### src/rtl/wnrh_pkg.sv
// Package with shared constants, codes and types of the noise RMS histogram block.
`default_nettype none
package wnrh_pkg;
    localparam int HIST_BINS = 163;
    localparam int FRAME_SAMPLES = 1024;
    localparam int BIN_W = 8;
    localparam int CNT_W = 11;
    localparam int CFG_W = 20;
    localparam int CFG_IDX_W = 3;
    localparam int DVD_W = 61;
    localparam int DVS_W = 21;

    localparam logic [1:0] ACT_SAMPLE = 2'd0;
    localparam logic [1:0] ACT_READ = 2'd1;
    localparam logic [1:0] ACT_CLEAR = 2'd2;

    localparam logic [1:0] JOB_FRAME = 2'd0;
    localparam logic [1:0] JOB_READ = 2'd1;
    localparam logic [1:0] JOB_CLEAR = 2'd2;

    localparam logic KIND_FRAME = 1'b0;
    localparam logic KIND_READ = 1'b1;

    localparam logic [CFG_IDX_W-1:0] CFG_WIN_START = 3'd0;
    localparam logic [CFG_IDX_W-1:0] CFG_WIN_END = 3'd1;
    localparam logic [CFG_IDX_W-1:0] CFG_GRP_SEL = 3'd2;
    localparam logic [CFG_IDX_W-1:0] CFG_CHN_SEL = 3'd3;
    localparam logic [CFG_IDX_W-1:0] CFG_AMP_LIMIT = 3'd4;
    localparam logic [CFG_IDX_W-1:0] CFG_HIST_UPPER = 3'd5;

    typedef struct packed {
        logic [9:0]  win_start;
        logic [10:0] win_end;
        logic [4:0]  grp_sel;
        logic [4:0]  chn_sel;
        logic [11:0] amp_limit;
        logic [19:0] hist_upper;
    } t_cfg;

    typedef struct packed {
        logic [1:0]       kind;
        logic [CNT_W-1:0] cnt;
        logic [21:0]      sum;
        logic [33:0]      sq;
        logic [11:0]      mn;
        logic [11:0]      mx;
        logic [BIN_W-1:0] bsel;
    } t_job;

    typedef struct packed {
        logic             kind;
        logic [19:0]      rms;
        logic [11:0]      amp;
        logic             quiet;
        logic [BIN_W-1:0] bin;
        logic [31:0]      count;
    } t_res;
endpackage
`default_nettype wire

### src/rtl/wnrh_jobq.sv
// Four-entry job queue between the sample front end and the arithmetic back end.
`default_nettype none
module wnrh_jobq (
    input  wire                 i_clk,
    input  wire                 i_rst_n,
    input  wire                 i_push,
    input  wnrh_pkg::t_job      i_job,
    output logic                o_full,
    input  wire                 i_pop,
    output logic                o_empty,
    output wnrh_pkg::t_job      o_job
);
    wnrh_pkg::t_job r_mem [4];
    logic [1:0] r_wr, r_rd;
    logic [2:0] r_cnt;
    logic do_push, do_pop;

    assign o_full = (r_cnt == 3'd4);
    assign o_empty = (r_cnt == 3'd0);
    assign o_job = r_mem[r_rd];
    assign do_push = i_push && !o_full;
    assign do_pop = i_pop && !o_empty;

    always_ff @(posedge i_clk) begin
        if (do_push) begin
            r_mem[r_wr] <= i_job;
        end
        if (!i_rst_n) begin
            r_wr <= '0;
            r_rd <= '0;
            r_cnt <= '0;
        end else begin
            if (do_push) r_wr <= r_wr + 2'd1;
            if (do_pop) r_rd <= r_rd + 2'd1;
            r_cnt <= r_cnt + {2'b0, do_push} - {2'b0, do_pop};
        end
    end
endmodule
`default_nettype wire

### config.mk
export PLATFORM = sky130hd
export DESIGN_NAME = wnrh_jobq
export DESIGN_NICKNAME = d
export VERILOG_FILES = /design/src/rtl/wnrh_pkg.sv /design/src/rtl/wnrh_jobq.sv
export SDC_FILE = /design/constraint.sdc
export NUM_CORES = 1
export LEC_CHECK = 0
export BUFFER_PORTS_ARGS = -buffer_cell sky130_fd_sc_hd__clkbuf_2
export CORE_MARGIN = 5
export CORE_UTILIZATION = 61
export CTS_CLUSTER_SIZE = 40
export DETAILED_ROUTE_END_ITERATION = 6
export PLACE_DENSITY = 0.88
export SYNTH_ARGS = -nofsm -noshare
export SYNTH_HDL_FRONTEND = slang
export SYNTH_SLANG_ARGS = --single-unit
### constraint.sdc
create_clock -name i_clk -period 6.52 [get_ports i_clk]
set_input_delay 0.326 -clock i_clk [delete_from_list [all_inputs] [get_ports i_clk]]
set_output_delay 0.326 -clock i_clk [all_outputs]
set_load 0.02 [all_outputs]
Yosys cells after proc, flatten, opt, wreduce, memory -nomap -nowiden --
Memories as Yosys holds them, arrays and structs flattened. A register that Yosys moved wholly into a read port is not among the register bits. Cells that the tools add are included.
Storage, ports and cells: register bits 7, RAM bits 404, bits of input ports 105, word-level logic and storage cells 18, output and inout bits 103, memories 1
Memory list:
- r_mem | depth 4, width 101, read ports 1, clocked after Yosys merged registers in 1, write ports 1, line wnrh_jobq.sv:13 | wnrh_pkg::t_job r_mem [4];
Cells by class: mux-type cells 4, equal/unequal tests 1, add/sub/neg operators 4, reductions and logical operators 5
Operator list (count):
- $add 2x1->2 const B | 2
- $mux 2 | 2
- $add 3x1->3 | 1
- $eq 3x3->1 const B | 1
- $logic_not 3->1 | 1
- $sub 3x1->3 | 1
- $logic_and 1x1->1 | 2
- $logic_not 1->1 | 2
- $mux 1 | 2

Depth between registers and ports, before layout --
depth after elaboration 5, gate-level depth with buffers 11

Worst setup path before layout --
OpenSTA, ideal clock, no wires.
path type register -> register, start register r_cnt[2], end memory r_mem[0][0] (netlist bit), enable pin, data arrival time 3.256 ns, slack 2.792 ns, cell stages (with the launch flop) 5, setup time 0.471 ns, cell sequence dfxtp_1 -> nor3b_1 -> nor2b_1 -> clkbuf_1 -> and2_1
On the way: cells in the longest elaborated chain, start to end 5
Ends and longest elaborated chain:
- from (decl) | line wnrh_jobq.sv:15 | logic [2:0] r_cnt;
- from (signal assigned) | line wnrh_jobq.sv:35 | r_cnt <= r_cnt + {2'b0, do_push} - {2'b0, do_pop};
- $eq 3x3->1 | line wnrh_jobq.sv:18 | assign o_full = (r_cnt == 3'd4);
- named net o_full | line wnrh_jobq.sv:8 | output logic o_full,
- $logic_not 1->1 | line wnrh_jobq.sv:21 | assign do_push = i_push && !o_full;
- $logic_and 1x1->1 | line wnrh_jobq.sv:21
- $mux 1 | line wnrh_jobq.sv:25 | if (do_push) begin
- $mux 1 (not written as such) | line wnrh_jobq.sv:26 | r_mem[r_wr] <= i_job;
- to (decl) | line wnrh_jobq.sv:13
The timed path passes the listed nets, and every way through them passes these cells.

==> results_dict.tcl <==
set metrics [dict create \
    met1Wirelength_um 11060 \
    power_mw 7.019 \
    setup_viol 0 \
    clk-insertion-delay-late_ns 0.52 \
    max_slew.worst_pin.slew_ns 1.083 \
    synth_warnings 0 \
    crit_end "o_job[49]" \
    slew_headroom_pct 27.80 \
    drt_wl_total_um 28500 \
    final_antenna_net_count 0 \
    max_freq_mhz 321.9 \
    cts_tree "done" \
    syn_inst 578 \
    reg2reg_from "r_cnt[2]$_SDFF_PN0_" \
    post_cts_buffers 0 \
    antenna_found_initial 4 \
    rsz0062_at_grt "no" \
    die_h_um 167.1 \
    post_cts_resized 0 \
    fin_tns_setup_ns 0 \
    die-area_sq_um 27930 \
    clock_skew_ns 0.01801 \
    crit_chain "buf_4 -> mux4_2 -> clkbuf_2" \
    r2r_cells 4 \
    clk_pin_slew_worst_paths_ns 0.06 \
    clock_sinks 413 \
    drive_gt1_share_pct 45.05 \
    start_kind "flip-flop" \
    slew_violations 0 \
    ys_types 20 \
    ir_drop_mv 0.3185 \
    initial_core_util_pct 61.91 \
    grt_overflow 0 \
    cts-root-buf "clkbuf_16" \
    dp_cells 1092 \
    crit_fanout 61 \
    worstHoldStart "i_job[26]" \
    vias_per_cell 5.902 \
    wl_met2_um 13970 \
    layout.cells.non_filler 1163 \
    synth.avg_cell_area_sq_um 26.05 \
    critPathRequiredTime_ns 6.19 \
    highest_layer "met5" \
    fin_crit_sh_pct 47.64 \
    antenna_cells 0 \
    die_w_um 167.1 \
    met3_wirelength_um 3023 \
    row_count 57 \
    grt_pass1_vias 7253 \
    core_area_sq_um 24320 \
    final_hold_viol_count 0 \
    cts_made_buffers 40 \
    grt_max_degree 70 \
    postCtsHoldBufs 0 \
    r2r_slack_ns 3.57 \
    syn_nets 690 \
    drcViolationCount 0 \
    grt_use_total_pct 20.52 \
    cellPowerDensity_nw_per_um2 398.6 \
    hold_path_class "in -> reg" \
    power_leakage_nw 5.950 \
    ys_ff_latch 413 \
    grt_pass1_wl_um 43780 \
    outcome "finished clean" \
    dr.pass1.iters 5 \
    place.gp.congestion 0.7401 \
    io_buffers 207 \
    drtIter0Drc 531 \
    clockBufferDepth 3 \
    num-fill-cells 1380 \
    h-tree-depth 2 \
    hpwl_um 16970 \
    max_stage_delay_ns 0.82 \
    cap_violations 0 \
    vias 6864 \
    yosysSeqAreaShare_pct 81.77 \
    endpoint_kind "output pin" \
    synth_area_sq_um 15060 \
    ioPinCount 208 \
    fin_crit_ns 3.106 \
    nNetsFinal 922 \
    slowest_stage "buf_4" \
    critPathKind "reg -> out" \
    syn_to_final_growth_pct 16.95 \
    worstPathArrival_ns 2.78 \
    avgRoutedWirePerCell_um 24.51 \
    r2r-end "r_mem[3][80]$_DFFE_PP_" \
]
-- how the worst min path moves through the flow --
stage / cells past startpoint / end / slack (ns)
floorplan: 0 / r_mem[0][0]$_DFFE_PP_ / 0.42
CTS: 1 / r_mem[3][26]$_DFFE_PP_ / 0.007
global placement: 2 / flip-flop / 0.46
global route: 1 / r_mem[0][40]$_DFFE_PP_ / 0.01
finish: 1 / r_mem[3][26]$_DFFE_PP_ / 0.03
detailed placement: 2 / r_wr[0]$_SDFFE_PN0P_ / 0.50
-- power breakdown --
group	switching (mW)	leakage, nW	total, mW	internal [mW]
clock network	0.896	0.605	2.13	1.23
logic	0.925	1.57	1.55	0.630
registers	0.113	3.78	3.34	3.22
-- cell families after synthesis --
family	share of synthesized area [%]
buffers and inverters	1.338
DFF	81.77
xor gates and xnor gates	0.1164
muxes	15.24
and+or+nand+nor	0.7562
adders and majority gates	0.6315
AOI/OAI and AO/OA	0.1496
-- sequential cells by signal, summed over array words and instances (netlist names), named ones only --
| signal | flops |
|---|---|
| r_mem | 404 |
| r_cnt | 3 |
| r_rd | 2 |
| r_wr | 2 |
-- cells in the final DEF, fill, tap and decap left out --
master,netlist,final
a21boi_0,1,1
and2_1,7,3
and2_4,0,4
buf_4,0,7
bufinv_16,0,1
clkbuf_1,3,10
clkbuf_16,0,41
clkbuf_2,0,207
clkbuf_8,0,3
clkinv_1,0,5
clkinv_2,0,8
dfxtp_1,9,7
dfxtp_4,0,2
edfxtp_1,404,404
fa_1,1,1
ha_1,6,6
inv_1,6,6
inv_6,0,3
mux2i_1,2,2
mux4_2,101,101
nand2_1,6,6
nor2b_1,2,2
nor3_2,1,1
nor3b_1,1,1
o21ai_0,3,3
or3_1,1,1
or4bb_1,1,1
xnor2_1,2,2
-- final cells by class --
class	count	area [sq um]	area share [%]
clock buffer	54	1105	6.274
sequential	413	12320	69.96
multi-input combinational	135	2554	14.50
tap	324	405.4	2.302
inverter	6	22.52	0.1279
timing repair buffer	214	1089	6.182
clock inverter	17	115.1	0.6537
-- per-stage QoR --
step	utilization [%]	instance area, sq um	worst slack [ns]	hold slack [ns]
2_1_floorplan	-	15060	2.792	0.4249
3_3_place_gp	67.39	16390	3.708	0.4635
6_report	72.41	17610	3.414	0.02600
4_1_cts	72.41	17610	3.323	0.007041
5_1_grt	72.41	17610	3.152	0.009556
3_5_place_dp	67.39	16390	3.610	0.4994
-- critical path: cells and delay by family (launching register included) --
kind,cells,cell delay (ns)
muxes,1,0.45
DFF,1,0.75
buffers and inverters,2,1.00
-- cell usage after synthesis --
library cell / count / share of area [%]
a21boi_0: 1 / 0.050
and2_1: 7 / 0.29
buf_2: 11 / 0.37
buf_6: 10 / 0.75
clkbuf_1: 3 / 0.075
dfxtp_1: 9 / 1.2
edfxtp_1: 404 / 81
fa_1: 1 / 0.13
ha_1: 6 / 0.50
inv_1: 6 / 0.15
mux2i_1: 2 / 0.13
mux4_2: 101 / 15
nand2_1: 6 / 0.15
nor2b_1: 2 / 0.083
nor3_2: 1 / 0.066
nor3b_1: 1 / 0.050
o21ai_0: 3 / 0.10
or3_1: 1 / 0.042
or4bb_1: 1 / 0.075
xnor2_1: 2 / 0.12
-- layer usage --
metal / GRT usage, % / vias up
met2: 31.72 / 305
met5: 0 / -
met1: 29.15 / 3552
met3: 7.732 / 45
li1: - / 2954
met4: 3.949 / 8
Power figures use the tool's default switching activity.
