`src/rtl/wnrh_pkg.sv`:
```
// Package with shared constants, codes and types of the noise RMS histogram block.
`default_nettype none
package wnrh_pkg;
    localparam int HIST_BINS = 163;
    localparam int FRAME_SAMPLES = 1024;
    localparam int BIN_W = 8;
    localparam int CNT_W = 11;
    localparam int CFG_W = 20;
    localparam int CFG_IDX_W = 3;
    localparam int DVD_W = 61;
    localparam int DVS_W = 21;

    localparam logic [1:0] ACT_SAMPLE = 2'd0;
    localparam logic [1:0] ACT_READ = 2'd1;
    localparam logic [1:0] ACT_CLEAR = 2'd2;

    localparam logic [1:0] JOB_FRAME = 2'd0;
    localparam logic [1:0] JOB_READ = 2'd1;
    localparam logic [1:0] JOB_CLEAR = 2'd2;

    localparam logic KIND_FRAME = 1'b0;
    localparam logic KIND_READ = 1'b1;

    localparam logic [CFG_IDX_W-1:0] CFG_WIN_START = 3'd0;
    localparam logic [CFG_IDX_W-1:0] CFG_WIN_END = 3'd1;
    localparam logic [CFG_IDX_W-1:0] CFG_GRP_SEL = 3'd2;
    localparam logic [CFG_IDX_W-1:0] CFG_CHN_SEL = 3'd3;
    localparam logic [CFG_IDX_W-1:0] CFG_AMP_LIMIT = 3'd4;
    localparam logic [CFG_IDX_W-1:0] CFG_HIST_UPPER = 3'd5;

    typedef struct packed {
        logic [9:0]  win_start;
        logic [10:0] win_end;
        logic [4:0]  grp_sel;
        logic [4:0]  chn_sel;
        logic [11:0] amp_limit;
        logic [19:0] hist_upper;
    } t_cfg;

    typedef struct packed {
        logic [1:0]       kind;
        logic [CNT_W-1:0] cnt;
        logic [21:0]      sum;
        logic [33:0]      sq;
        logic [11:0]      mn;
        logic [11:0]      mx;
        logic [BIN_W-1:0] bsel;
    } t_job;

    typedef struct packed {
        logic             kind;
        logic [19:0]      rms;
        logic [11:0]      amp;
        logic             quiet;
        logic [BIN_W-1:0] bin;
        logic [31:0]      count;
    } t_res;
endpackage
`default_nettype wire

```
`src/rtl/wnrh_front.sv`:
```
// Front end: frame selection, per-sample window accumulation and job issue.
`default_nettype none
module wnrh_front (
    input  wire                 i_clk,
    input  wire                 i_rst_n,
    input  wire                 push,
    output logic                full,
    input  wire [1:0]           i_action,
    input  wire [11:0]          i_sample,
    input  wire [9:0]           i_sample_index,
    input  wire [3:0]           i_group,
    input  wire [3:0]           i_channel,
    input  wire                 i_last_sample,
    input  wire [7:0]           i_bin_select,
    input  wnrh_pkg::t_cfg      i_cfg,
    output logic                o_job_push,
    output wnrh_pkg::t_job      o_job,
    input  wire                 i_job_full
);
    localparam int CNT_W = wnrh_pkg::CNT_W;

    logic r_open, r_sel;
    logic [wnrh_pkg::CNT_W-1:0] r_cnt;
    logic [21:0] r_sum;
    logic [33:0] r_sq;
    logic [11:0] r_mn, r_mx;

    logic accept, sel0, inwin;
    logic [wnrh_pkg::CNT_W-1:0] cnt0, n_cnt;
    logic [21:0] sum0, n_sum;
    logic [33:0] sq0, n_sq;
    logic [11:0] mn0, mx0, n_mn, n_mx;
    logic [23:0] sample_sq;

    function automatic logic sel_match(input logic [4:0] sel, input logic [3:0] tag);
        logic m;
        if (sel == 5'h1F) m = 1'b1;
        else if (sel[4]) m = 1'b0;
        else m = (sel[3:0] == tag);
        return m;
    endfunction

    assign full = i_job_full;
    assign accept = push && !i_job_full;
    assign sample_sq = i_sample * i_sample;

    always_comb begin
        if (r_open) begin
            sel0 = r_sel;
            cnt0 = r_cnt;
            sum0 = r_sum;
            sq0 = r_sq;
            mn0 = r_mn;
            mx0 = r_mx;
        end else begin
            sel0 = sel_match(i_cfg.grp_sel, i_group) && sel_match(i_cfg.chn_sel, i_channel);
            cnt0 = '0;
            sum0 = '0;
            sq0 = '0;
            mn0 = 12'hFFF;
            mx0 = '0;
        end
        inwin = (i_sample_index >= i_cfg.win_start) && ({1'b0, i_sample_index} < i_cfg.win_end)
            && (cnt0 < CNT_W'(wnrh_pkg::FRAME_SAMPLES));
        n_cnt = cnt0;
        n_sum = sum0;
        n_sq = sq0;
        n_mn = mn0;
        n_mx = mx0;
        if (inwin) begin
            n_cnt = cnt0 + 1'b1;
            n_sum = sum0 + {10'b0, i_sample};
            n_sq = sq0 + {10'b0, sample_sq};
            if (i_sample < mn0) n_mn = i_sample;
            if (i_sample > mx0) n_mx = i_sample;
        end
        o_job.cnt = n_cnt;
        o_job.sum = n_sum;
        o_job.sq = n_sq;
        o_job.mn = n_mn;
        o_job.mx = n_mx;
        o_job.bsel = i_bin_select;
        o_job.kind = wnrh_pkg::JOB_FRAME;
        o_job_push = 1'b0;
        unique case (i_action)
            wnrh_pkg::ACT_SAMPLE: begin
                o_job_push = accept && i_last_sample && sel0;
            end
            wnrh_pkg::ACT_READ: begin
                o_job.kind = wnrh_pkg::JOB_READ;
                o_job_push = accept;
            end
            wnrh_pkg::ACT_CLEAR: begin
                o_job.kind = wnrh_pkg::JOB_CLEAR;
                o_job_push = accept;
            end
            default: o_job_push = 1'b0;
        endcase
    end

    always_ff @(posedge i_clk) begin
        if (accept && i_action == wnrh_pkg::ACT_SAMPLE) begin
            r_cnt <= n_cnt;
            r_sum <= n_sum;
            r_sq <= n_sq;
            r_mn <= n_mn;
            r_mx <= n_mx;
        end
        if (!i_rst_n) begin
            r_open <= 1'b0;
            r_sel <= 1'b0;
        end else if (accept && i_action == wnrh_pkg::ACT_SAMPLE) begin
            r_open <= !i_last_sample;
            r_sel <= sel0;
        end
    end
endmodule
`default_nettype wire

```
`config.mk`:
```
export PLATFORM = sky130hd
export DESIGN_NAME = wnrh_front
export DESIGN_NICKNAME = d
export VERILOG_FILES = /design/src/rtl/wnrh_pkg.sv /design/src/rtl/wnrh_front.sv
export SDC_FILE = /design/constraint.sdc
export NUM_CORES = 1
export LEC_CHECK = 0
export ABC_CLOCK_PERIOD_IN_PS = 6610
export BUFFER_PORTS_ARGS = -buffer_cell sky130_fd_sc_hd__buf_2
export CORE_ASPECT_RATIO = 0.9
export CORE_MARGIN = 3
export CORE_UTILIZATION = 55
export CTS_CLUSTER_DIAMETER = 40
export DETAILED_ROUTE_END_ITERATION = 16
export HOLD_SLACK_MARGIN = 0.06
export PLACE_DENSITY = 0.91
export SETUP_SLACK_MARGIN = 0.05
export SYNTH_ARGS = -nofsm -noshare
export SYNTH_HDL_FRONTEND = slang
export SYNTH_SLANG_ARGS = --single-unit
```
`constraint.sdc`:
```
create_clock -name i_clk -period 6.61 [get_ports i_clk]
set_input_delay 0.3305 -clock i_clk [delete_from_list [all_inputs] [get_ports i_clk]]
set_output_delay 0.3305 -clock i_clk [all_outputs]
set_load 0.03 [all_outputs]
```
---- Yosys cells after proc, flatten, opt, wreduce, memory -nomap -nowiden ----
Cells that the tools add are included.
storage, ports and cells
  input bits .............................. 108
  register bits after elaboration ......... 93
  output and inout bits ................... 103
  logic and storage cells ................. 54
cells by class
  multiplexer cells ....................... 21
  equal/unequal tests ..................... 6
  multiply operators ...................... 1
  $add $sub $neg .......................... 3
  $lt $le $gt $ge ......................... 5
  reductions and logical operators ........ 11
operator list
  operator                                             count
  two-way mux 12 bit                                   6
  two-way mux 34 bit                                   2
  two-way mux 22 bit                                   2
  adder 34 x 24 -> 34 bit                              1
  multiplier 12 x 12 -> 24 bit                         1
  adder 22 x 12 -> 22 bit                              1
  two-way mux 11 bit                                   2
  > comparator 12 bit                                  1
  less-than comparator 12 bit                          1
  adder 11 x 1 -> 11 bit, second input constant        1
  less-than comparator 10 x 11 -> 1 bit                1
  less-than comparator 11 bit, second input constant   1
  equality test 5 bit, second input constant           2
  >= comparator 10 bit                                 1
  equality test 4 bit                                  2
  logical AND 1 bit                                    7
  two-way mux 1 bit                                    7
  case mux 2 bit (2 select lines)                      1
  equality test 2 x 1 -> 1 bit, second input constant  1
  equality test 2 bit, second input constant           1
  zero test 1 bit                                      2
  zero test 2 bit                                      1
  case mux 1 bit (2 select lines)                      1
  OR reduction 2 bit                                   1

---- Logic depth before layout (Yosys ltp) ----
  depth in word-level cells ............... 8
  depth in mapped cells ................... 22
  depth with buffers taken out ............ 21

---- Worst setup path after synthesis ----
No wires, ideal clock.
  path type ............................... input-to-output
  start ................................... in i_sample[9]
  end ..................................... out o_job[62] (netlist name)
  stages .................................. 20
  path buffers ............................ 1
  setup slack ............................. 0.318 ns
  required time ........................... 6.279 ns
  arrival ................................. 5.961 ns
  cells stage by stage .................... clkbuf_1 > clkinv_1 > nor2_1 > fa_1 > fa_1 > inv_1 > fa_1 > inv_1 > fa_1 > inv_1 > fa_1 > inv_1 > ha_1 > a21oi_1 > nor3_1 > a2111o_1 > a21o_1 > a211oi_1 > nor4_1 > xnor2_1
RTL lines
  element             RTL line          RTL
  start: declaration  wnrh_front.sv:9   input wire [11:0] i_sample,
  end: declaration    wnrh_front.sv:17  output wnrh_pkg::t_job o_job,

==> summary.txt <==
Logic synthesis
  – Post-synthesis cell count: roughly 1,200
  – Yosys cell types: 59
  – Mapped Area: 11,100 um2
  – Fraction of post-synthesis cell area in the top cell type by area: 24.6%
  – Part of the Yosys area used for sequential elements: 24.9%
  – Post-synth ARST share: 0%
  – Most instantiated library cell after synthesis: inv_1
  – Syn Nets: 1,557
  – Ys flop type: edfxtp_1
  – Total number of yosys warnings: 0
  – Register bit total from synthesis: between 90 and 100
  – List of most frequent post-synthesis cells: inv_1, nand2_1, ha_1
  – Post-synthesis area per instance: 9.10 um2
  – Cells taking the most area after synthesis: edfxtp_1, fa_1, ha_1
  – Count of flip-flops with a built-in enable after synthesis: 91
  – Cell taking the most area after synthesis: edfxtp_1

Layout
  – Fraction of final layout cells with drive strength greater than 1: 20.3%
  – Core occupancy in the finished layout: 66.4%
  – Final #Nets: 1,762
  – Antenna Cells: 0
  – Signed area change from the synthesized netlist to the final layout: 16.5%
  – Fillers: roughly 1,400

Setup path
  – Path type of the worst setup path: input pin to output pin
  – Series of cell instances along the critical path: buf_2 > inv_1 > nor2_1 > fa_1 > inv_1 > fa_1 > inv_1 > fa_1 > inv_1 > fa_1 > fa_1 > inv_1 > ha_1 > o21ai_1 > buf_4 > o21ai_1 > buf_4 > nand3_1 > a22oi_2 > a221oi_2 > or4_1 > a21oi_2 > clkbuf_4
  – Category of the worst setup path launch point: input pin
  – Top fanout value on the critical path: 8
  – Required time of the critical path: 6.28 ns
  – Dominant delay contributor by cell family on the critical path: adder cells
  – Reg-to-reg critical path startpoint: r_open
  – Signal arrival time at the worst endpoint: just over 6 ns
  – Length in cells of the worst reg-to-reg path: 20
  – Kind of end point of the critical path: output pin
  – Cell with the largest stage delay on the worst path: fa_1
  – Worst path max stage delay: 0.55 ns
  – Flop-to-flop setup slack: 1.12 ns
  – Worst Path Buf+Inv: 9
  – RR Endpoint: r_sq[29]

GRT
  – Largest net degree at the start of global routing: 50
  – Global-route congestion overflow total: 0
  – Total global routing track utilization: between 20% and 30%
  – Antenna violations before repair: 0
  – Vias in the first global route: 10,250
  – First-pass GRT wire length: 49,200 um

Floorplan
  – Starting density of the core: a little under three fifths
  – Core region area: 19,500 um2
  – Area of the die: 22,000 um2
  – Height of the chip: 141 um
  – Die W: ~160 um
  – Rows: 48
  – Number of primary I/O pins: approximately 210

Timing
  – Final setup viols: 0
  – Fraction of the cycle the final worst path needs: 97.9%
  – Max_slew headroom: 37.8%
  – Crit path time final: 6.47 ns
  – Final max-slew violation count: 0
  – Unrepaired setup endpoints after global routing: yes
  – Transition time of the tightest slew-check pin: 0.931 ns
  – Clk_skew: slightly below 0.008 ns
  – Final Hold Fails: 0
  – Max Fclk: 155 MHz

Hold path
  – Startpoint of the lowest-slack hold path: i_rst_n
  – Cell depth of the worst min-delay path: 2
  – Min-Delay Endpoint: r_open
  – Hold Path Class: input pin to flop

Detailed routing
  – Number of nets still failing antenna checks after routing: 0
  – Routed via count: 9,735
  – Routed wire length: 31,100 um
  – Ratio of routed vias to standard cells: between 5 and 6
  – Drt pass-1 iters: 6
  – Initial drt markers: slightly below 800
  – Total DRC errors in the routed layout: 0
  – Average wire per cell in the routed design: 18.5 um

Power and ir drop
  – Sum of internal, switching and leakage power: between 4 and 5 mW
  – Power density relative to cell area: roughly 340 nW/um2
  – Static leakage: 6.47 nW
  – Worst supply voltage drop on vdd: 0.358 mV

Clock network
  – CTS tree: yes
  – Maximum clock insertion buffer count: 2
  – Hold-fix buffers, CTS: 0
  – Clock insertion delay at the later pin of the skew report: 0.36 ns
  – Root Buffer Master: clkbuf_16
  – TritonCTS Buffers: 9
  – Clock sink count: 93
  – H-tree levels: 3
  – Clk pin slew, worst setup/hold paths: ~0.07 ns

Placed design
  – HPWL after detailed placement: 24,400 um
  – Routability Congestion: 0.899
  – Count of input and output buffers: about 160

Flow run
  – Max_cap viols: 0

Run status
  – Outcome: completed
==> cell type report <==
| type | count | area (um2) | share of cell area (%) |
|---|---|---|---|
| timing repair buffer | 237 | 1380 | 10.7 |
| multi-input combinational | 856 | 7350 | 56.7 |
| clock buffer | 9 | 225 | 1.74 |
| inverter | 231 | 876 | 6.76 |
| tap | 250 | 313 | 2.41 |
| clock inverter | 6 | 46.3 | 0.357 |
| sequential | 93 | 2770 | 21.4 |
==> stage by stage <==
stage | hold slack, ns | cell area, um2 | setup TNS (ns) | cells | worst slack (ns)
global route | 0.231 | 13000 | -0.334 | 1682 | -0.0877
floorplan | 0.457 | 11100 | 0 | 1223 | 0.318
CTS | 0.210 | 12800 | 0 | 1679 | 0.0587
global placement | 0.486 | 12600 | 0 | 1664 | 0.185
detailed placement | 0.498 | 12600 | 0 | 1664 | 0.0538
finish | 0.221 | 13000 | 0 | 1682 | 0.141
==> worst max-delay path by stage <==
stage	startpoint	to	slack [ns]	cells past startpoint
3_3_place_gp	i_sample[1]	o_job[63]	0.19	23
2_1_floorplan	i_sample[9]	o_job[62]	0.32	20
3_5_place_dp	i_sample[2]	o_job[65]	0.05	22
6_report	i_sample[5]	o_job[65]	0.14	23
4_1_cts	i_sample[1]	o_job[63]	0.06	23
5_1_grt	i_sample[5]	o_job[60]	-0.09	23
==> per-layer routing <==
layer	vias up	GRT usage (%)	part of all wire, %
li1	4452	-	-
met4	0	14.7	4.8
met1	4650	33.8	37
met3	145	5.28	8.7
met2	488	47.4	49
met5	-	0	0
==> state kept, by name, indices dropped and copies added, names as in the netlist <==
name and cells:
r_mn 12, r_sq 34, r_open 1, r_sel 1, r_sum 22, r_mx 12
r_cnt 11
==> layout by cell type, fill, tap and decap left out, types with 10 or more instances in the layout <==
cell type  netlist  layout
a21o_1          15      15
nand2b_1        10      10
nand2_1        129     129
a21oi_1         48      46
mux2i_1         30      30
inv_1          226     224
edfxtp_1        91      91
o21ai_0         58      55
xor2_1          19      19
nand4_1         13      13
ha_1           125     125
nor4_1          13      11
nor2_1          92      88
nand3_1         19      19
buf_2            4     159
a211oi_1        14      11
nor3_1          12      11
and2_1          31      31
fa_1           101     101
buf_4            9      75
xnor2_1         40      40
==> kinds of logic after synthesis <==
| group | after synthesis | synth area share, % |
|---|---|---|
| AO/OA/AOI/OAI | 185 | 10.3 |
| XOR/XNOR | 59 | 4.65 |
| adder cells (fa/ha/maj) | 226 | 32.2 |
| buffers and inverters | 274 | 9.83 |
| flip-flops | 93 | 24.9 |
| multiplexers | 40 | 3.75 |
| AND/OR/NAND/NOR | 346 | 14.4 |
==> report_power, final <==
part | switching [mW] | internal, mW
sequential | 0.00757 | 0.698
combinational | 1.95 | 1.27
clock | 0.260 | 0.257
total | 2.22 | 2.23
==> worst reg2reg max path, cell delays in order, from the launching register on <==
cell and delay (ns):
dfxtp_2 0.61, nand2_1 0.21, fa_1 0.51, inv_1 0.05, fa_1 0.50, inv_1 0.05
fa_1 0.46, fa_1 0.55, inv_1 0.05, ha_1 0.30, o21ai_1 0.13, buf_4 0.17
o21ai_1 0.26, buf_4 0.19, nand3_1 0.13, a22oi_2 0.31, a221oi_2 0.14, buf_4 0.16
nor4_2 0.17, xnor2_1 0.15, buf_4 0.15
==> what timing repair did <==
item / CTS / global route
buffers inserted: 0 / 3
pin swaps: 0 / 6
endpoints found under the setup margin: 2 / 14
gates resized for setup: 1 / 24
(Power assumes the default switching activity.)
